**config.mk**
```make
export PLATFORM = sky130hd
export DESIGN_NAME = arcball_rotation_tracker_top
export DESIGN_NICKNAME = d
export VERILOG_FILES = /design/src/hw/rtl/abt_pkg.sv /design/src/hw/rtl/abt_divsqrt.sv /design/src/hw/rtl/arcball_rotation_tracker_top.sv
export VERILOG_INCLUDE_DIRS = /design/src /design/src/hw/rtl
export SDC_FILE = /design/constraint.sdc
export NUM_CORES = 2
export LEC_CHECK = 0
export BUFFER_PORTS_ARGS = -buffer_cell sky130_fd_sc_hd__buf_2
export CAP_MARGIN = 40
export CORE_MARGIN = 4
export CORE_UTILIZATION = 60
export DETAILED_ROUTE_END_ITERATION = 6
export GPL_ROUTABILITY_DRIVEN = 0
export PLACE_DENSITY = 0.75
export SETUP_SLACK_MARGIN = 0.1
export SLEW_MARGIN = 30
export SYNTH_ARGS = -nofsm -noshare
export SYNTH_HDL_FRONTEND = slang
export SYNTH_SLANG_ARGS = --single-unit
```
**constraint.sdc**
```tcl
create_clock -name clk -period 14.5 [get_ports clk]
set_input_delay 1.45 -clock clk [delete_from_list [all_inputs] [get_ports clk]]
set_output_delay 1.45 -clock clk [all_outputs]
set_load 0.01 [all_outputs]
```
**src/hw/rtl/assert_macros.svh**
```systemverilog
// ---------------------------------------------------------------------------
// Assertion macros
// Shared shorthands for clocked assertions; clk and rst come from the module.
// ---------------------------------------------------------------------------
`ifndef ASSERT_MACROS_SVH
`define ASSERT_MACROS_SVH

// Same-cycle implication, disabled during reset.
`define ASSERT_IMP(lbl, ante, cons, msg) \
  lbl: assert property (@(posedge clk) disable iff (rst) (ante) |-> (cons)) else $error(msg);

// Next-cycle implication, disabled during reset.
`define ASSERT_NXT(lbl, ante, cons, msg) \
  lbl: assert property (@(posedge clk) disable iff (rst) (ante) |=> (cons)) else $error(msg);

`endif

```
**src/hw/rtl/abt_pkg.sv**
```systemverilog
// ---------------------------------------------------------------------------
// Arcball tracker package
// Shared constants, codes, request type and product index tables.
// ---------------------------------------------------------------------------
package abt_pkg;

  // Width of the shared divide / square root datapath.
  localparam int DW = 64;
  // Guard bits used in the rim normalization.
  localparam int GUARD = 14;
  // Coordinates are halved until both magnitudes are below 2^RED_BITS.
  localparam int RED_BITS = 17;

  localparam logic [1:0] OP_MOVE    = 2'd0;
  localparam logic [1:0] OP_PRESS   = 2'd1;
  localparam logic [1:0] OP_RELEASE = 2'd2;
  localparam logic [1:0] OP_RESET   = 2'd3;

  localparam logic [1:0] REG_CENTER_X = 2'd0;
  localparam logic [1:0] REG_CENTER_Y = 2'd1;
  localparam logic [1:0] REG_RADIUS   = 2'd2;

  typedef struct packed {
    logic start;
    logic is_sqrt;
  } ds_req_t;

  // Cross and dot product terms: component c, term j.
  function automatic logic [1:0] cross_fi(input logic [1:0] c, input logic [1:0] j);
    logic [1:0] r;
    case ({c, j})
      4'b0000: r = 2'd1;
      4'b0001: r = 2'd2;
      4'b0100: r = 2'd2;
      4'b0101: r = 2'd0;
      4'b1000: r = 2'd0;
      4'b1001: r = 2'd1;
      4'b1100: r = 2'd0;
      4'b1101: r = 2'd1;
      4'b1110: r = 2'd2;
      default: r = 2'd0;
    endcase
    return r;
  endfunction

  function automatic logic [1:0] cross_ti(input logic [1:0] c, input logic [1:0] j);
    logic [1:0] r;
    case ({c, j})
      4'b0000: r = 2'd2;
      4'b0001: r = 2'd1;
      4'b0100: r = 2'd0;
      4'b0101: r = 2'd2;
      4'b1000: r = 2'd1;
      4'b1001: r = 2'd0;
      4'b1100: r = 2'd0;
      4'b1101: r = 2'd1;
      4'b1110: r = 2'd2;
      default: r = 2'd0;
    endcase
    return r;
  endfunction

  function automatic logic cross_neg(input logic [1:0] c, input logic [1:0] j);
    return (c != 2'd3) && (j == 2'd1);
  endfunction

  // Hamilton product d * a: term j uses d3, d0, d1, d2 in turn.
  function automatic logic [1:0] ham_di(input logic [1:0] j);
    return (j == 2'd0) ? 2'd3 : j - 2'd1;
  endfunction

  function automatic logic [1:0] ham_ai(input logic [1:0] c, input logic [1:0] j);
    logic [1:0] r;
    case (c)
      2'd0:    r = (j == 2'd0) ? 2'd0 : 2'd0 - j;
      2'd1:    r = (j == 2'd3) ? 2'd0 : j + 2'd1;
      2'd2:    r = 2'd2 ^ (2'd0 - j);
      default: r = (j == 2'd0) ? 2'd3 : j - 2'd1;
    endcase
    return r;
  endfunction

  function automatic logic ham_neg(input logic [1:0] c, input logic [1:0] j);
    logic r;
    case (c)
      2'd0:    r = (j == 2'd3);
      2'd1:    r = (j == 2'd1);
      2'd2:    r = (j == 2'd2);
      default: r = (j != 2'd0);
    endcase
    return r;
  endfunction

endpackage

```
**src/hw/rtl/abt_divsqrt.sv**
```systemverilog
// ---------------------------------------------------------------------------
// Arcball shared divide / square root unit
// Restoring divider, one quotient bit per cycle, or a digit-by-digit
// integer square root, one result bit per cycle.
// ---------------------------------------------------------------------------
module abt_divsqrt (
  input  logic                  clk,
  input  logic                  rst,
  input  abt_pkg::ds_req_t      req,
  input  logic [abt_pkg::DW-1:0] opa,
  input  logic [abt_pkg::DW-1:0] opb,
  output logic                  done,
  output logic [abt_pkg::DW-1:0] q,
  output logic [abt_pkg::DW-1:0] rem
);
  import abt_pkg::*;

  localparam int CNTW = $clog2(DW + 1);

  logic            busy;
  logic            mode;
  logic [CNTW-1:0] cnt;
  logic [DW-1:0]   sh;
  logic [DW-1:0]   den;
  logic [DW-1:0]   qr;
  logic [DW:0]     rm;

  logic [DW:0] rm_sh;
  logic [DW:0] rb;

  assign rm_sh = {rm[DW-1:0], sh[DW-1]};
  assign rb    = {1'b0, qr} + {1'b0, sh};
  assign q     = qr;
  assign rem   = rm[DW-1:0];

  always_ff @(posedge clk) begin
    if (rst) begin
      busy <= 1'b0;
      done <= 1'b0;
    end else begin
      done <= 1'b0;
      if (req.start) begin
        busy <= 1'b1;
        mode <= req.is_sqrt;
        qr   <= '0;
        den  <= opb;
        if (req.is_sqrt) begin
          cnt <= CNTW'(DW / 2);
          rm  <= {1'b0, opa};
          sh  <= DW'(1) << (DW - 2);
        end else begin
          cnt <= CNTW'(DW);
          rm  <= '0;
          sh  <= opa;
        end
      end else if (busy) begin
        if (mode) begin
          // sh holds the trial bit, qr the partial root, rm the remainder.
          if (rm >= rb) begin
            rm <= rm - rb;
            qr <= (qr >> 1) + sh;
          end else begin
            qr <= qr >> 1;
          end
          sh <= sh >> 2;
        end else begin
          if (rm_sh >= {1'b0, den}) begin
            rm <= rm_sh - {1'b0, den};
            qr <= {qr[DW-2:0], 1'b1};
          end else begin
            rm <= rm_sh;
            qr <= {qr[DW-2:0], 1'b0};
          end
          sh <= sh << 1;
        end
        cnt <= cnt - CNTW'(1);
        if (cnt == CNTW'(1)) begin
          busy <= 1'b0;
          done <= 1'b1;
        end
      end
    end
  end

endmodule

```
**src/hw/rtl/arcball_rotation_tracker_top.sv**
```systemverilog
// ---------------------------------------------------------------------------
// Arcball rotation tracker
// Pointer events in, current rotation quaternion out, one result per event.
// ---------------------------------------------------------------------------
// Usage: the slave stream carries one pointer event per item, mouse_x and
// mouse_y in tdata and the opcode (move, press, release, reset) in tuser.
// The master stream returns one item per event: rot_x..rot_w in Q2.FRAC_BITS
// in tdata and is_dragging in tuser. Ball center and radius are written
// through the cfg port while the block is idle; they apply from the next
// event on.
// Flow: an event that needs no rotation update (reset, idle move or idle
// release) passes through ST_FINISH to ST_OUT, where its result is
// registered. An event that updates the rotation maps two points onto the
// sphere and then forms the drag and Hamilton products. Most of the work is
// in the shared divide / square root unit: two divisions and at most one
// root per point. One event is in work at a time; the next one can be taken
// in the cycle after the result is registered, which waits for the output
// slot to be free.
// Reset clears the drag, sets both rotations to identity and the config to
// center (0,0), radius 1. A stalled receiver holds the result in the output
// register; the next event is taken and worked on meanwhile.
// ---------------------------------------------------------------------------
module arcball_rotation_tracker_top #(
  parameter int FRAC_BITS   = 14,
  parameter int COORD_WIDTH = 16
) (
  input  logic clk,
  input  logic rst,
  // tdata: mouse_x, mouse_y
  input  logic [((2*COORD_WIDTH+7)/8)*8-1:0]   s_tdata,
  // tuser: opcode
  input  logic [1:0]                           s_tuser,
  input  logic                                 s_tvalid,
  output logic                                 s_tready,
  // tdata: rot_x, rot_y, rot_z, rot_w
  output logic [((4*(FRAC_BITS+2)+7)/8)*8-1:0] m_tdata,
  // tuser: is_dragging
  output logic                                 m_tuser,
  output logic                                 m_tvalid,
  input  logic                                 m_tready,
  input  logic                                 cfg_we,
  input  logic [1:0]                           cfg_index,
  input  logic [((COORD_WIDTH>16)?COORD_WIDTH:16)-1:0] cfg_data
);
  import abt_pkg::*;

  `include "assert_macros.svh"

  localparam int F   = FRAC_BITS;
  localparam int CW  = COORD_WIDTH;
  localparam int QW  = F + 2;
  localparam int MW  = (QW > RED_BITS + 1) ? QW : RED_BITS + 1;
  localparam int PW  = 2 * MW;
  localparam int ACW = PW + 3;
  localparam int AXW = (CW + 1 > RED_BITS + 1) ? CW + 1 : RED_BITS + 1;
  localparam int LW  = 33;
  localparam int OTW = ((4 * QW + 7) / 8) * 8;

  localparam logic signed [QW-1:0]  ONE_Q   = QW'(1) <<< F;
  localparam logic signed [QW-1:0]  QMAX    = (QW'(1) <<< (F + 1)) - QW'(1);
  localparam logic signed [QW-1:0]  QMIN    = QW'(1) <<< (F + 1);
  localparam logic [ACW-1:0]        ONE_A   = ACW'(1) << F;
  localparam logic [ACW-1:0]        TWO_A   = ACW'(1) << (F + 1);
  localparam logic [ACW-1:0]        QMAX_A  = TWO_A - ACW'(1);
  localparam logic [ACW-1:0]        HALF_A  = ACW'(1) << (F - 1);
  localparam logic signed [ACW-1:0] ONE2_A  = ACW'(1) <<< (2 * F);
  localparam logic [DW-1:0]         ONE_D   = DW'(1) << F;

  typedef enum logic [4:0] {
    ST_IDLE, ST_SPH_START, ST_INSQ, ST_IN_DIVX, ST_IN_DIVY, ST_SQ, ST_IN_SQRT,
    ST_REDUCE, ST_D2, ST_OUT_SQRT, ST_OUT_DIVX, ST_OUT_DIVY, ST_SPH_STORE,
    ST_CROSS, ST_HAM, ST_FINISH, ST_OUT
  } state_t;

  state_t state;
  logic [1:0] op;
  logic       pt;
  logic [1:0] cidx;
  logic [2:0] tidx;
  logic       issued;

  logic signed [CW-1:0] cx, cy, ppx, ppy, evx, evy;
  logic [15:0]          rad;
  logic                 drag;
  logic signed [QW-1:0] rap [4];
  logic signed [QW-1:0] rcur [4];
  logic signed [QW-1:0] fv [3];
  logic signed [QW-1:0] tv [3];
  logic signed [QW-1:0] dv [4];
  logic                 nx, ny;
  logic [AXW-1:0]       ax, ay;
  logic [15:0]          rr;
  logic [F:0]           mxv, myv, mzv;
  logic [LW-1:0]        lenv;
  logic signed [PW-1:0] prod;
  logic                 pneg;
  logic signed [ACW-1:0] acc;
  logic [DW-1:0]        dsa, dsb;

  // Shared divide / square root unit.
  ds_req_t       ds_req;
  logic          ds_done;
  logic [DW-1:0] ds_q, ds_rem;
  logic          ds_wait;

  assign ds_wait = (state == ST_IN_DIVX) || (state == ST_IN_DIVY) ||
                   (state == ST_IN_SQRT) || (state == ST_OUT_SQRT) ||
                   (state == ST_OUT_DIVX) || (state == ST_OUT_DIVY);
  assign ds_req.start   = ds_wait && !issued;
  assign ds_req.is_sqrt = (state == ST_IN_SQRT) || (state == ST_OUT_SQRT);

  abt_divsqrt u_divsqrt (
    .clk  (clk),
    .rst  (rst),
    .req  (ds_req),
    .opa  (dsa),
    .opb  (dsb),
    .done (ds_done),
    .q    (ds_q),
    .rem  (ds_rem)
  );

  assign s_tready = (state == ST_IDLE);

  // Point selection and offset from the centre.
  logic signed [CW-1:0] px, py;
  logic signed [CW:0]   sdx, sdy;
  logic [CW:0]          adx, ady;
  logic [15:0]          reff;

  assign px   = pt ? evx : ppx;
  assign py   = pt ? evy : ppy;
  assign sdx  = (CW + 1)'(px) - (CW + 1)'(cx);
  assign sdy  = (CW + 1)'(py) - (CW + 1)'(cy);
  assign adx  = sdx[CW] ? -sdx : sdx;
  assign ady  = sdy[CW] ? -sdy : sdy;
  assign reff = (rad == 16'd0) ? 16'd1 : rad;

  // Multiply-accumulate operand selection.
  logic [2:0]           dot_k;
  logic signed [MW-1:0] op_a, op_b;
  logic                 op_neg;

  always_comb begin
    dot_k  = 3'd0;
    op_a   = '0;
    op_b   = '0;
    op_neg = 1'b0;
    case (state)
      ST_INSQ: begin
        dot_k = 3'd3;
        case (tidx)
          3'd0: begin
            op_a = MW'(ax[RED_BITS-1:0]);
            op_b = MW'(ax[RED_BITS-1:0]);
          end
          3'd1: begin
            op_a = MW'(ay[RED_BITS-1:0]);
            op_b = MW'(ay[RED_BITS-1:0]);
          end
          3'd2: begin
            op_a   = MW'(rr);
            op_b   = MW'(rr);
            op_neg = 1'b1;
          end
          default: ;
        endcase
      end
      ST_SQ: begin
        dot_k = 3'd2;
        case (tidx)
          3'd0: begin
            op_a = MW'(mxv);
            op_b = MW'(mxv);
          end
          3'd1: begin
            op_a = MW'(myv);
            op_b = MW'(myv);
          end
          default: ;
        endcase
      end
      ST_D2: begin
        dot_k = 3'd2;
        case (tidx)
          3'd0: begin
            op_a = MW'(ax[RED_BITS-1:0]);
            op_b = MW'(ax[RED_BITS-1:0]);
          end
          3'd1: begin
            op_a = MW'(ay[RED_BITS-1:0]);
            op_b = MW'(ay[RED_BITS-1:0]);
          end
          default: ;
        endcase
      end
      ST_CROSS: begin
        dot_k = (cidx == 2'd3) ? 3'd3 : 3'd2;
        if (tidx < dot_k) begin
          op_a   = MW'(fv[cross_fi(cidx, tidx[1:0])]);
          op_b   = MW'(tv[cross_ti(cidx, tidx[1:0])]);
          op_neg = cross_neg(cidx, tidx[1:0]);
        end
      end
      ST_HAM: begin
        dot_k = 3'd4;
        if (tidx < dot_k) begin
          op_a   = MW'(dv[ham_di(tidx[1:0])]);
          op_b   = MW'(rap[ham_ai(cidx, tidx[1:0])]);
          op_neg = ham_neg(cidx, tidx[1:0]);
        end
      end
      default: ;
    endcase
  end

  logic signed [ACW-1:0] acc_sum;
  logic signed [ACW-1:0] prod_x;
  assign prod_x  = ACW'(prod);
  assign acc_sum = (tidx == 3'd0) ? '0 : (pneg ? acc - prod_x : acc + prod_x);

  // Rescale by 2^-F, rounding half away from zero, then clamp.
  logic                 acc_neg;
  logic [ACW-1:0]       acc_mag, rnd;
  logic [QW-1:0]        dmag;
  logic signed [QW-1:0] qd, qrot;

  assign acc_neg = acc_sum[ACW-1];
  assign acc_mag = acc_neg ? -acc_sum : acc_sum;
  assign rnd     = (acc_mag + HALF_A) >> F;
  assign dmag    = (rnd > ONE_A) ? QW'(ONE_A) : rnd[QW-1:0];
  assign qd      = acc_neg ? -dmag : dmag;

  always_comb begin
    if (acc_neg) begin
      qrot = (rnd > TWO_A) ? QMIN : -rnd[QW-1:0];
    end else begin
      qrot = (rnd > QMAX_A) ? QMAX : rnd[QW-1:0];
    end
  end

  logic [F:0] sq_near, q_clamp;
  assign sq_near = (ds_rem > ds_q) ? ds_q[F:0] + (F + 1)'(1) : ds_q[F:0];
  assign q_clamp = (ds_q > ONE_D) ? ONE_D[F:0] : ds_q[F:0];

  logic dot_end;
  assign dot_end = (tidx == dot_k);

  always_ff @(posedge clk) begin
    if (rst) begin
      state    <= ST_IDLE;
      issued   <= 1'b0;
      tidx     <= '0;
      cidx     <= '0;
      pt       <= 1'b0;
      cx       <= '0;
      cy       <= '0;
      rad      <= 16'd1;
      drag     <= 1'b0;
      ppx      <= '0;
      ppy      <= '0;
      m_tvalid <= 1'b0;
      for (int i = 0; i < 4; i++) begin
        rap[i]  <= (i == 3) ? ONE_Q : '0;
        rcur[i] <= (i == 3) ? ONE_Q : '0;
      end
    end else begin
      if (cfg_we) begin
        case (cfg_index)
          REG_CENTER_X: cx  <= cfg_data[CW-1:0];
          REG_CENTER_Y: cy  <= cfg_data[CW-1:0];
          REG_RADIUS:   rad <= cfg_data[15:0];
          default: ;
        endcase
      end

      // In ST_OUT the output register is refilled instead.
      if (m_tvalid && m_tready && (state != ST_OUT)) begin
        m_tvalid <= 1'b0;
      end

      prod <= op_a * op_b;
      pneg <= op_neg;
      if ((state == ST_INSQ) || (state == ST_SQ) || (state == ST_D2) ||
          (state == ST_CROSS) || (state == ST_HAM)) begin
        acc  <= acc_sum;
        tidx <= dot_end ? 3'd0 : tidx + 3'd1;
      end

      if (ds_wait) begin
        if (!issued) begin
          issued <= 1'b1;
        end else if (ds_done) begin
          issued <= 1'b0;
        end
      end

      case (state)
        ST_IDLE: begin
          if (s_tvalid) begin
            op  <= s_tuser;
            evx <= s_tdata[CW-1:0];
            evy <= s_tdata[2*CW-1:CW];
            pt  <= 1'b0;
            case (s_tuser)
              OP_MOVE, OP_RELEASE: begin
                state <= drag ? ST_SPH_START : ST_FINISH;
              end
              OP_PRESS: begin
                drag  <= 1'b1;
                ppx   <= s_tdata[CW-1:0];
                ppy   <= s_tdata[2*CW-1:CW];
                state <= ST_SPH_START;
              end
              default: begin
                drag <= 1'b0;
                ppx  <= cx;
                ppy  <= cy;
                for (int i = 0; i < 4; i++) begin
                  rap[i]  <= (i == 3) ? ONE_Q : '0;
                  rcur[i] <= (i == 3) ? ONE_Q : '0;
                end
                state <= ST_FINISH;
              end
            endcase
          end
        end
        ST_SPH_START: begin
          ax   <= AXW'(adx);
          ay   <= AXW'(ady);
          nx   <= sdx[CW];
          ny   <= sdy[CW];
          rr   <= reff;
          tidx <= '0;
          // The exact circle test needs the squares only once both offsets are in range.
          state <= ((AXW'(adx) <= AXW'(reff)) && (AXW'(ady) <= AXW'(reff))) ?
                   ST_INSQ : ST_REDUCE;
        end
        ST_INSQ: begin
          if (dot_end) begin
            dsa   <= (DW'(ax[15:0]) << F) + DW'(rr[15:1]);
            dsb   <= DW'(rr);
            state <= (acc_sum <= 0) ? ST_IN_DIVX : ST_REDUCE;
          end
        end
        ST_IN_DIVX: begin
          if (issued && ds_done) begin
            mxv   <= ds_q[F:0];
            dsa   <= (DW'(ay[15:0]) << F) + DW'(rr[15:1]);
            state <= ST_IN_DIVY;
          end
        end
        ST_IN_DIVY: begin
          if (issued && ds_done) begin
            myv   <= ds_q[F:0];
            state <= ST_SQ;
          end
        end
        ST_SQ: begin
          if (dot_end) begin
            if (acc_sum >= ONE2_A) begin
              mzv   <= '0;
              state <= ST_SPH_STORE;
            end else begin
              dsa   <= DW'(ONE2_A - acc_sum);
              state <= ST_IN_SQRT;
            end
          end
        end
        ST_IN_SQRT: begin
          if (issued && ds_done) begin
            mzv   <= sq_near;
            state <= ST_SPH_STORE;
          end
        end
        ST_REDUCE: begin
          if ((|ax[AXW-1:RED_BITS]) || (|ay[AXW-1:RED_BITS])) begin
            ax <= ax >> 1;
            ay <= ay >> 1;
          end else begin
            tidx  <= '0;
            state <= ST_D2;
          end
        end
        ST_D2: begin
          if (dot_end) begin
            dsa   <= DW'(acc_sum) << (2 * GUARD);
            state <= ST_OUT_SQRT;
          end
        end
        ST_OUT_SQRT: begin
          if (issued && ds_done) begin
            lenv  <= ds_q[LW-1:0];
            dsa   <= (DW'(ax[RED_BITS-1:0]) << (F + GUARD)) + DW'(ds_q[LW-1:1]);
            dsb   <= DW'(ds_q[LW-1:0]);
            state <= ST_OUT_DIVX;
          end
        end
        ST_OUT_DIVX: begin
          if (issued && ds_done) begin
            mxv   <= q_clamp;
            dsa   <= (DW'(ay[RED_BITS-1:0]) << (F + GUARD)) + DW'(lenv[LW-1:1]);
            state <= ST_OUT_DIVY;
          end
        end
        ST_OUT_DIVY: begin
          if (issued && ds_done) begin
            myv   <= q_clamp;
            mzv   <= '0;
            state <= ST_SPH_STORE;
          end
        end
        ST_SPH_STORE: begin
          if (pt) begin
            tv[0] <= nx ? -QW'(mxv) : QW'(mxv);
            tv[1] <= ny ? -QW'(myv) : QW'(myv);
            tv[2] <= QW'(mzv);
            cidx  <= '0;
            tidx  <= '0;
            state <= ST_CROSS;
          end else begin
            fv[0] <= nx ? -QW'(mxv) : QW'(mxv);
            fv[1] <= ny ? -QW'(myv) : QW'(myv);
            fv[2] <= QW'(mzv);
            pt    <= 1'b1;
            state <= ST_SPH_START;
          end
        end
        ST_CROSS: begin
          if (dot_end) begin
            dv[cidx] <= qd;
            cidx     <= cidx + 2'd1;
            if (cidx == 2'd3) begin
              state <= ST_HAM;
            end
          end
        end
        ST_HAM: begin
          if (dot_end) begin
            rcur[cidx] <= qrot;
            cidx       <= cidx + 2'd1;
            if (cidx == 2'd3) begin
              state <= ST_FINISH;
            end
          end
        end
        ST_FINISH: begin
          if (op == OP_RELEASE) begin
            for (int i = 0; i < 4; i++) begin
              rap[i] <= rcur[i];
            end
            drag <= 1'b0;
          end
          state <= ST_OUT;
        end
        ST_OUT: begin
          if (!m_tvalid || m_tready) begin
            m_tdata  <= OTW'({rcur[3], rcur[2], rcur[1], rcur[0]});
            m_tuser  <= drag;
            m_tvalid <= 1'b1;
            state    <= ST_IDLE;
          end
        end
        default: state <= ST_IDLE;
      endcase
    end
  end

  `ASSERT_NXT(a_busy_after_item, s_tvalid && s_tready, !s_tready, "block took an item while busy")
  `ASSERT_NXT(a_press_drags, s_tvalid && s_tready && (s_tuser == OP_PRESS), drag, "press did not start a drag")
  `ASSERT_NXT(a_reset_identity, s_tvalid && s_tready && (s_tuser == OP_RESET), (rcur[3] == ONE_Q) && !drag, "reset event did not restore identity")
  `ASSERT_IMP(a_ds_done_expected, ds_done, ds_wait && issued, "divide or root finished with nobody waiting")

endmodule
```
# Word level (Yosys, flattened, before mapping)

Memory sizes are Yosys's and may differ from the RTL's.
Index checks and enable logic that the tools add are counted.

Memory bits (writable): 288
Memories: 7
Word-level logic and storage cells: 401
Bits of input ports: 57
Register bits after elaboration: 796
Output and inout bits: 67
ROM bits: 64

$lt $le $gt $ge: 13
Reduce and logical (&&, ||, !) cells: 67
Bitwise logic cells: 16
Mux-type cells: 172
Equal/unequal tests: 58
Multiply operators: 1
Add/sub/neg operators: 28

Memory list:

| memory          | depth | width | rd ports | clocked after Yosys merged registers in | wr ports | RTL line                           | RTL |
|---|---|---|---|---|---|---|---|
| dv              | 4     | 16    | 1        | 0                                       | 1        | arcball_rotation_tracker_top.sv:89 | `logic signed [QW-1:0] dv [4];` |
| rap             | 4     | 16    | 1        | 0                                       | 4        | arcball_rotation_tracker_top.sv:85 | `logic signed [QW-1:0] rap [4];` |
| rcur            | 4     | 16    | 4        | 0                                       | 4        | arcball_rotation_tracker_top.sv:86 | `logic signed [QW-1:0] rcur [4];` |
| fv              | 3     | 16    | 1        | 0                                       | 3        | arcball_rotation_tracker_top.sv:87 | `logic signed [QW-1:0] fv [3];` |
| tv              | 3     | 16    | 1        | 0                                       | 3        | arcball_rotation_tracker_top.sv:88 | `logic signed [QW-1:0] tv [3];` |
| (no name shown) | 16    | 2     | 1        | 0                                       | 0        | abt_pkg.sv:31                      | `case ({c, j})` |
| +1 memories     | --    | --    | --       | --                                      | --       | --                                 |  |

Operators with widths:

| cell                 | number |
|---|---|
| $mux 64              | 17 |
| $pmux 64 s6          | 1 |
| $mux 16              | 23 |
| $mux 65              | 5 |
| $pmux 18 s5          | 2 |
| $pmux 64 s2          | 1 |
| $mux 15              | 8 |
| $mux 39              | 3 |
| $mux 18              | 6 |
| $add 45x32->46       | 2 |
| $pmux 15 s2          | 3 |
| $pmux 5 s16          | 1 |
| $mux 5               | 15 |
| $pmux 18 s2          | 2 |
| $add 64x64->65       | 1 |
| $ge 65x64->1         | 1 |
| $ge 65x65->1         | 1 |
| $sub 65x64->65       | 1 |
| $sub 65x65->65       | 1 |
| $add 63x64->64       | 1 |
| $gt 64x15->1 const B | 1 |
| $gt 64x64->1         | 1 |
| $pmux 16 s2          | 2 |
| $add 30x15->31       | 2 |
| 75 further kinds     | 254 |

# Depth between registers and ports, before layout

Depth after elaboration: 10
Mapped depth: 45
Mapped depth without buffers: 40

# Hierarchy

Synthesis repeated with hierarchy kept, for this count alone.

Cells, all modules: 8,872
Area, all modules: 83,548.9 um2

By module, submodules not included:

| module                       | area each (um2) | sequential area each (um2) | cells each | instances |
|---|---|---|---|---|
| arcball_rotation_tracker_top | 55,483.2        | 22,351.4                   | 5,465      | 1 |
| abt_divsqrt                  | 28,065.7        | 7,997.7                    | 3,407      | 1 |

# Worst setup path before layout

OpenSTA, ideal clock, no wires.

Kind: input -> register
Start: input port rst
End: register u_divsqrt.rm[0], enable pin
Stages on the path: 3
Path buffers: 1
Required time: 13.913 ns
Data arrival time: 12.349 ns
Setup time: 0.587 ns
Setup slack: 1.564 ns
Cell sequence: clkbuf_1 -> nor2_1 -> a21boi_0

Longest elaborated chain between the ends: 2

Ends and longest elaborated chain:

| what                              | RTL line                           | RTL |
|---|---|---|
| from (decl)                       | arcball_rotation_tracker_top.sv:28 | `input logic rst,` |
| $not 1->1 (no source line)        | --                                 |  |
| $reduce_and 3->1 (no source line) | --                                 |  |
| to (signal assigned)              | abt_divsqrt.sv:49                  | `rm <= {1'b0, opa};` |
| to (signal assigned)              | abt_divsqrt.sv:60                  | `rm <= rm - rb;` |
| to (signal assigned)              | abt_divsqrt.sv:68                  | `rm <= rm_sh - {1'b0, den};` |
| to (decl)                         | abt_divsqrt.sv:26                  | `logic [DW:0] rm;` |

Every way passes these cells.
A chain may end at the register's enable or synchronous reset.

# Final worst setup path

Start: register tidx[0]
End: register prod[34], data pin

Longest elaborated chain between the ends: 9
Elaborated cells on any way between the ends: 37
Those cells by class: add/sub: 3; mul: 1; order compare: 2; eq/ne: 3; mux: 19; bitwise: 1; reduce/logical: 2; memory: 6

Ends and longest elaborated chain:

| what                                      | RTL line                            | RTL |
|---|---|---|
| from (decl)                               | arcball_rotation_tracker_top.sv:79  | `logic [2:0] tidx;` |
| from (signal assigned)                    | arcball_rotation_tracker_top.sv:287 | `tidx <= dot_end ? 3'd0 : tidx + 3'd1;` |
| $sub 2x1->2, or another cell as far along | abt_pkg.sv:69, abt_pkg.sv:78        |  |
| $mux 2, or another cell as far along      | abt_pkg.sv:69, abt_pkg.sv:78        |  |
| $pmux 2 s3                                | abt_pkg.sv:74                       | `case (c)` |
| $mux 2                                    | arcball_rotation_tracker_top.sv:207 | `if (tidx < dot_k) begin` |
| $mux 2                                    | arcball_rotation_tracker_top.sv:149 | `case (state)` |
| $mem_v2 4x16                              | --                                  |  |
| $mux 18                                   | arcball_rotation_tracker_top.sv:207 |  |
| $pmux 18 s5                               | arcball_rotation_tracker_top.sv:149 |  |
| $mul 18x18->36 (*)                        | arcball_rotation_tracker_top.sv:282 | `prod <= op_a * op_b;` |
| to (signal assigned)                      | arcball_rotation_tracker_top.sv:282 |  |
| to (decl)                                 | arcball_rotation_tracker_top.sv:95  | `logic signed [PW-1:0] prod;` |

Mark *: on every way between the ends. The rest lies on a longest branch, timed or not. The select of a mux whose other input is x is not followed.

==> results.md <==
* Peak supply drop at 275 uV
* Normalized max-slew margin at 0.353
* Register area share after synthesis at 0.374
* Max incr delay on CP at 0.66 ns
* Worst setup SP type: flip-flop
* Dpl ws at 3.82 ns
* Synthesized area per cell at 9.65 um^2
* Initial antenna violation count at 7
* Chip width at 370 um
* Post-synthesis register bit count at 1017
* Critical Path Slowest Stage Cell: buf_4
* Worst hold slack at 0.418 ns
* Clock slew at reported path FFs at 0.07 ns
* Max frequency at 90.4 MHz
* Vias in the first global route at 63600
* Area growth syn-to-layout at 8.87%
* IO buf count at 123
* Setup_tns at 0 ns
* Post-synthesis cell type count at 112
* Clock power share at 0.131
* Run status: complete, but fails checks
* DP HPWL at 187000 um
* Vias per Instance at 6.54
* Setup Viol. Count Final at 0
* CTS buffer count at 109
* Warnings from Yosys at 0
* Minimum clock period at 11.06 ns
* Total grt overflow at 0
* Switching share of power at 0.493
* Post-synthesis net count at 9055
* Cell Pwr Density at 273 nW/um^2
* Initial Utilization at 0.606
* Share of layout cells above drive strength 1 at 0.0849
* Root buffer cell: clkbuf_16
* Final wirelength at 247000 um
* Number of synthesized flops with an enable pin at 905
* GR Util All Layers at 0.356
* Crit path top cell by count: ha_1
* Worst Path Required at 14.98 ns
* Hold Crit Class: reg2reg
* Synth async-reset ratio at 0
* Setup ws final at 3.44 ns
* Leak Pwr at 34.3 nW
* 1st-iter DRT viols at 8524
* Internal power at 11.8 mW
* Max-slew violations at 0
* DRC violations left at 24
* Crit-path max FO at 71
* Ports at 124
* Net switching power at 11.5 mW
* Clk_skew at 0.0722 ns
* Logic pwr share at 0.654
* Post-layout nets at 9084
* CTS tree: yes
* Post-synth top area cell: edfxtp_1
* Pin count of the biggest net entering global routing at 78
* Max-cap violations at 0
* Post-synthesis instance area at 78600 um^2
* Bufs on Longest Clock Path at 3
* Clk sink count at 1017
* Mapped Cells at 8144
* RSZ-0062 raised after global routing: false
* Yosys top cell area share at 0.346
* Critical path arrival at 11.54 ns
* Hold_buf cts at 0
* Failing checks: design-rule violations
* Synth top area cells: edfxtp_1, fa_1, ha_1, a21oi_1, nand2_1
* CORE AREA at 130000 um^2
* Total power draw at 23.3 mW
* CTS resizes at 0
* Clock H-tree levels at 3
* Worst slew pin tran at 0.970 ns
* Final ANT Viol Nets at 0
* Clock Latency Late Sink at 0.76 ns
* Worst Setup End Kind: flip-flop
* Die H at 370 um
* Flop pwr share at 0.215
* Final hold vios at 0
* WL/cell at 24.7 um
* First-pass GRT wire length at 378000 um
* Period utilization at 0.763
* Vias at 65500
* # rows at 132
* Ys flop type: edfxtp_1
* CP Class: reg2reg
* DR pass1 iterations at 7
* Die area at 137000 um^2
* Postcts setup bufs at 0
sequential cells by signal, indices dropped and copies added (netlist names), 33 cells and up:
register and cells:
acc 39, dsa 64, dsb 33, dv 64
fv 47, m_tdata 64, prod 36, rap 64
rcur 64, tv 47, u_divsqrt.den 33, u_divsqrt.q 64
u_divsqrt.rm 65, u_divsqrt.sh 64
per-stage QoR:
step,utilization,std cells,area [um^2]
finish,0.659,10000,85600
global route,0.659,10000,85600
CTS,0.658,9996,85400
detailed placement,0.628,9789,81500
global placement,0.625,9769,81200
floorplan,-,8144,78600
cell usage after synthesis, types with 18 or more instances:
| cell type | number |
|---|---|
| a211oi_1 | 128 |
| a21boi_0 | 22 |
| a21o_1 | 180 |
| a21oi_1 | 618 |
| a221oi_1 | 33 |
| a222oi_1 | 29 |
| a22o_1 | 30 |
| a22oi_1 | 41 |
| a31oi_1 | 41 |
| and2_1 | 114 |
| and3_1 | 47 |
| buf_1 | 34 |
| clkbuf_1 | 307 |
| dfxtp_1 | 112 |
| edfxtp_1 | 905 |
| fa_1 | 339 |
| ha_1 | 515 |
| inv_1 | 664 |
| mux2_2 | 74 |
| mux2i_1 | 143 |
| mux4_2 | 32 |
| nand2_1 | 810 |
| nand2b_1 | 114 |
| nand3_1 | 204 |
| nand4_1 | 75 |
| nor2_1 | 629 |
| nor2b_1 | 96 |
| nor3_1 | 158 |
| nor3b_1 | 23 |
| nor4_1 | 60 |
| o211ai_1 | 35 |
| o21a_1 | 53 |
| o21ai_0 | 402 |
| o21ai_1 | 23 |
| o21bai_1 | 47 |
| o221ai_1 | 23 |
| o22ai_1 | 46 |
| o31ai_1 | 38 |
| or2_2 | 28 |
| or3_1 | 64 |
| or4_1 | 18 |
| xnor2_1 | 340 |
| xor2_1 | 167 |
layout by cell type, fill, tap and decap left out, types with 28 or more instances in the layout:
| master | n |
|---|---|
| edfxtp_1 | 905 |
| nand2_1 | 808 |
| inv_1 | 663 |
| nor2_1 | 616 |
| a21oi_1 | 615 |
| ha_1 | 515 |
| o21ai_0 | 402 |
| xnor2_1 | 340 |
| fa_1 | 339 |
| nand3_1 | 204 |
| a21o_1 | 180 |
| xor2_1 | 167 |
| nor3_1 | 149 |
| mux2i_1 | 141 |
| a211oi_1 | 128 |
| buf_2 | 127 |
| buf_4 | 119 |
| nand2b_1 | 113 |
| and2_1 | 113 |
| dfxtp_1 | 111 |
| clkbuf_16 | 109 |
| nor2b_1 | 94 |
| nand4_1 | 75 |
| mux2_2 | 74 |
| or3_1 | 63 |
| nor4_1 | 56 |
| o21a_1 | 53 |
| o21bai_1 | 47 |
| and3_1 | 47 |
| o22ai_1 | 46 |
| a22oi_1 | 41 |
| a31oi_1 | 41 |
| o31ai_1 | 36 |
| o211ai_1 | 35 |
| mux4_2 | 32 |
| a221oi_1 | 32 |
| a22o_1 | 30 |
| a222oi_1 | 29 |
| or2_2 | 28 |
layer usage:
metal | wire length, um | share of wire | GRT usage
met1 | 95800 | 0.39 | 0.480
met2 | 107000 | 0.43 | 0.537
met3 | 30100 | 0.12 | 0.0933
met4 | 13700 | 0.055 | 0.168
met5 | 56 | 0.00023 | 0
final timing paths:
check,from,endpoint,slack (ns),depth (start not counted)
worst min register to register,dsb[14],u_divsqrt.den[14],0.42,0
worst min-delay path,dsb[14],u_divsqrt.den[14],0.42,0
worst max-delay path,tidx[0],prod[34],3.44,36
worst max register to register,tidx[0],prod[34],3.44,36
area by class of cell:
cell class	instances	area, um^2
antenna	1	2.50
clock buffer	133	2890
clock inverter	74	1030
fill	10200	44200
inverter	676	2540
multi-input combinational	6093	45600
sequential	1017	29400
tap	1742	2180
timing repair buffer	276	1980
critical path, delay by kind of cell (launching register included):
kind | cells | cell delay (ns)
flops | 1 | 0.38
xor+xnor | 1 | 0.09
fa+ha+maj | 8 | 3.05
simple gates | 4 | 0.96
buf+inv | 5 | 0.98
compound gates | 18 | 5.30
power by group through the flow:
stage               sequential (mW)  combinational [mW]  clock (mW)
finish                         5.03                15.3        3.06
CTS                            4.98                14.8        3.06
floorplan                      4.69                11.0           0
detailed placement             5.03                14.6           0
global placement               5.02                14.2           0
global route                   5.05                16.6        3.19
cells by family after synthesis:
| group | count (synthesis) | share of synthesized area |
|---|---|---|
| buffers and inverters | 1034 | 0.0499 |
| AO/OA/AOI/OAI | 1969 | 0.161 |
| XOR/XNOR | 507 | 0.0565 |
| AND/OR/NAND/NOR | 2513 | 0.152 |
| flip-flops | 1017 | 0.374 |
| multiplexers | 249 | 0.0380 |
| adder cells (fa/ha/maj) | 855 | 0.168 |
(Power assumes the default switching activity.)
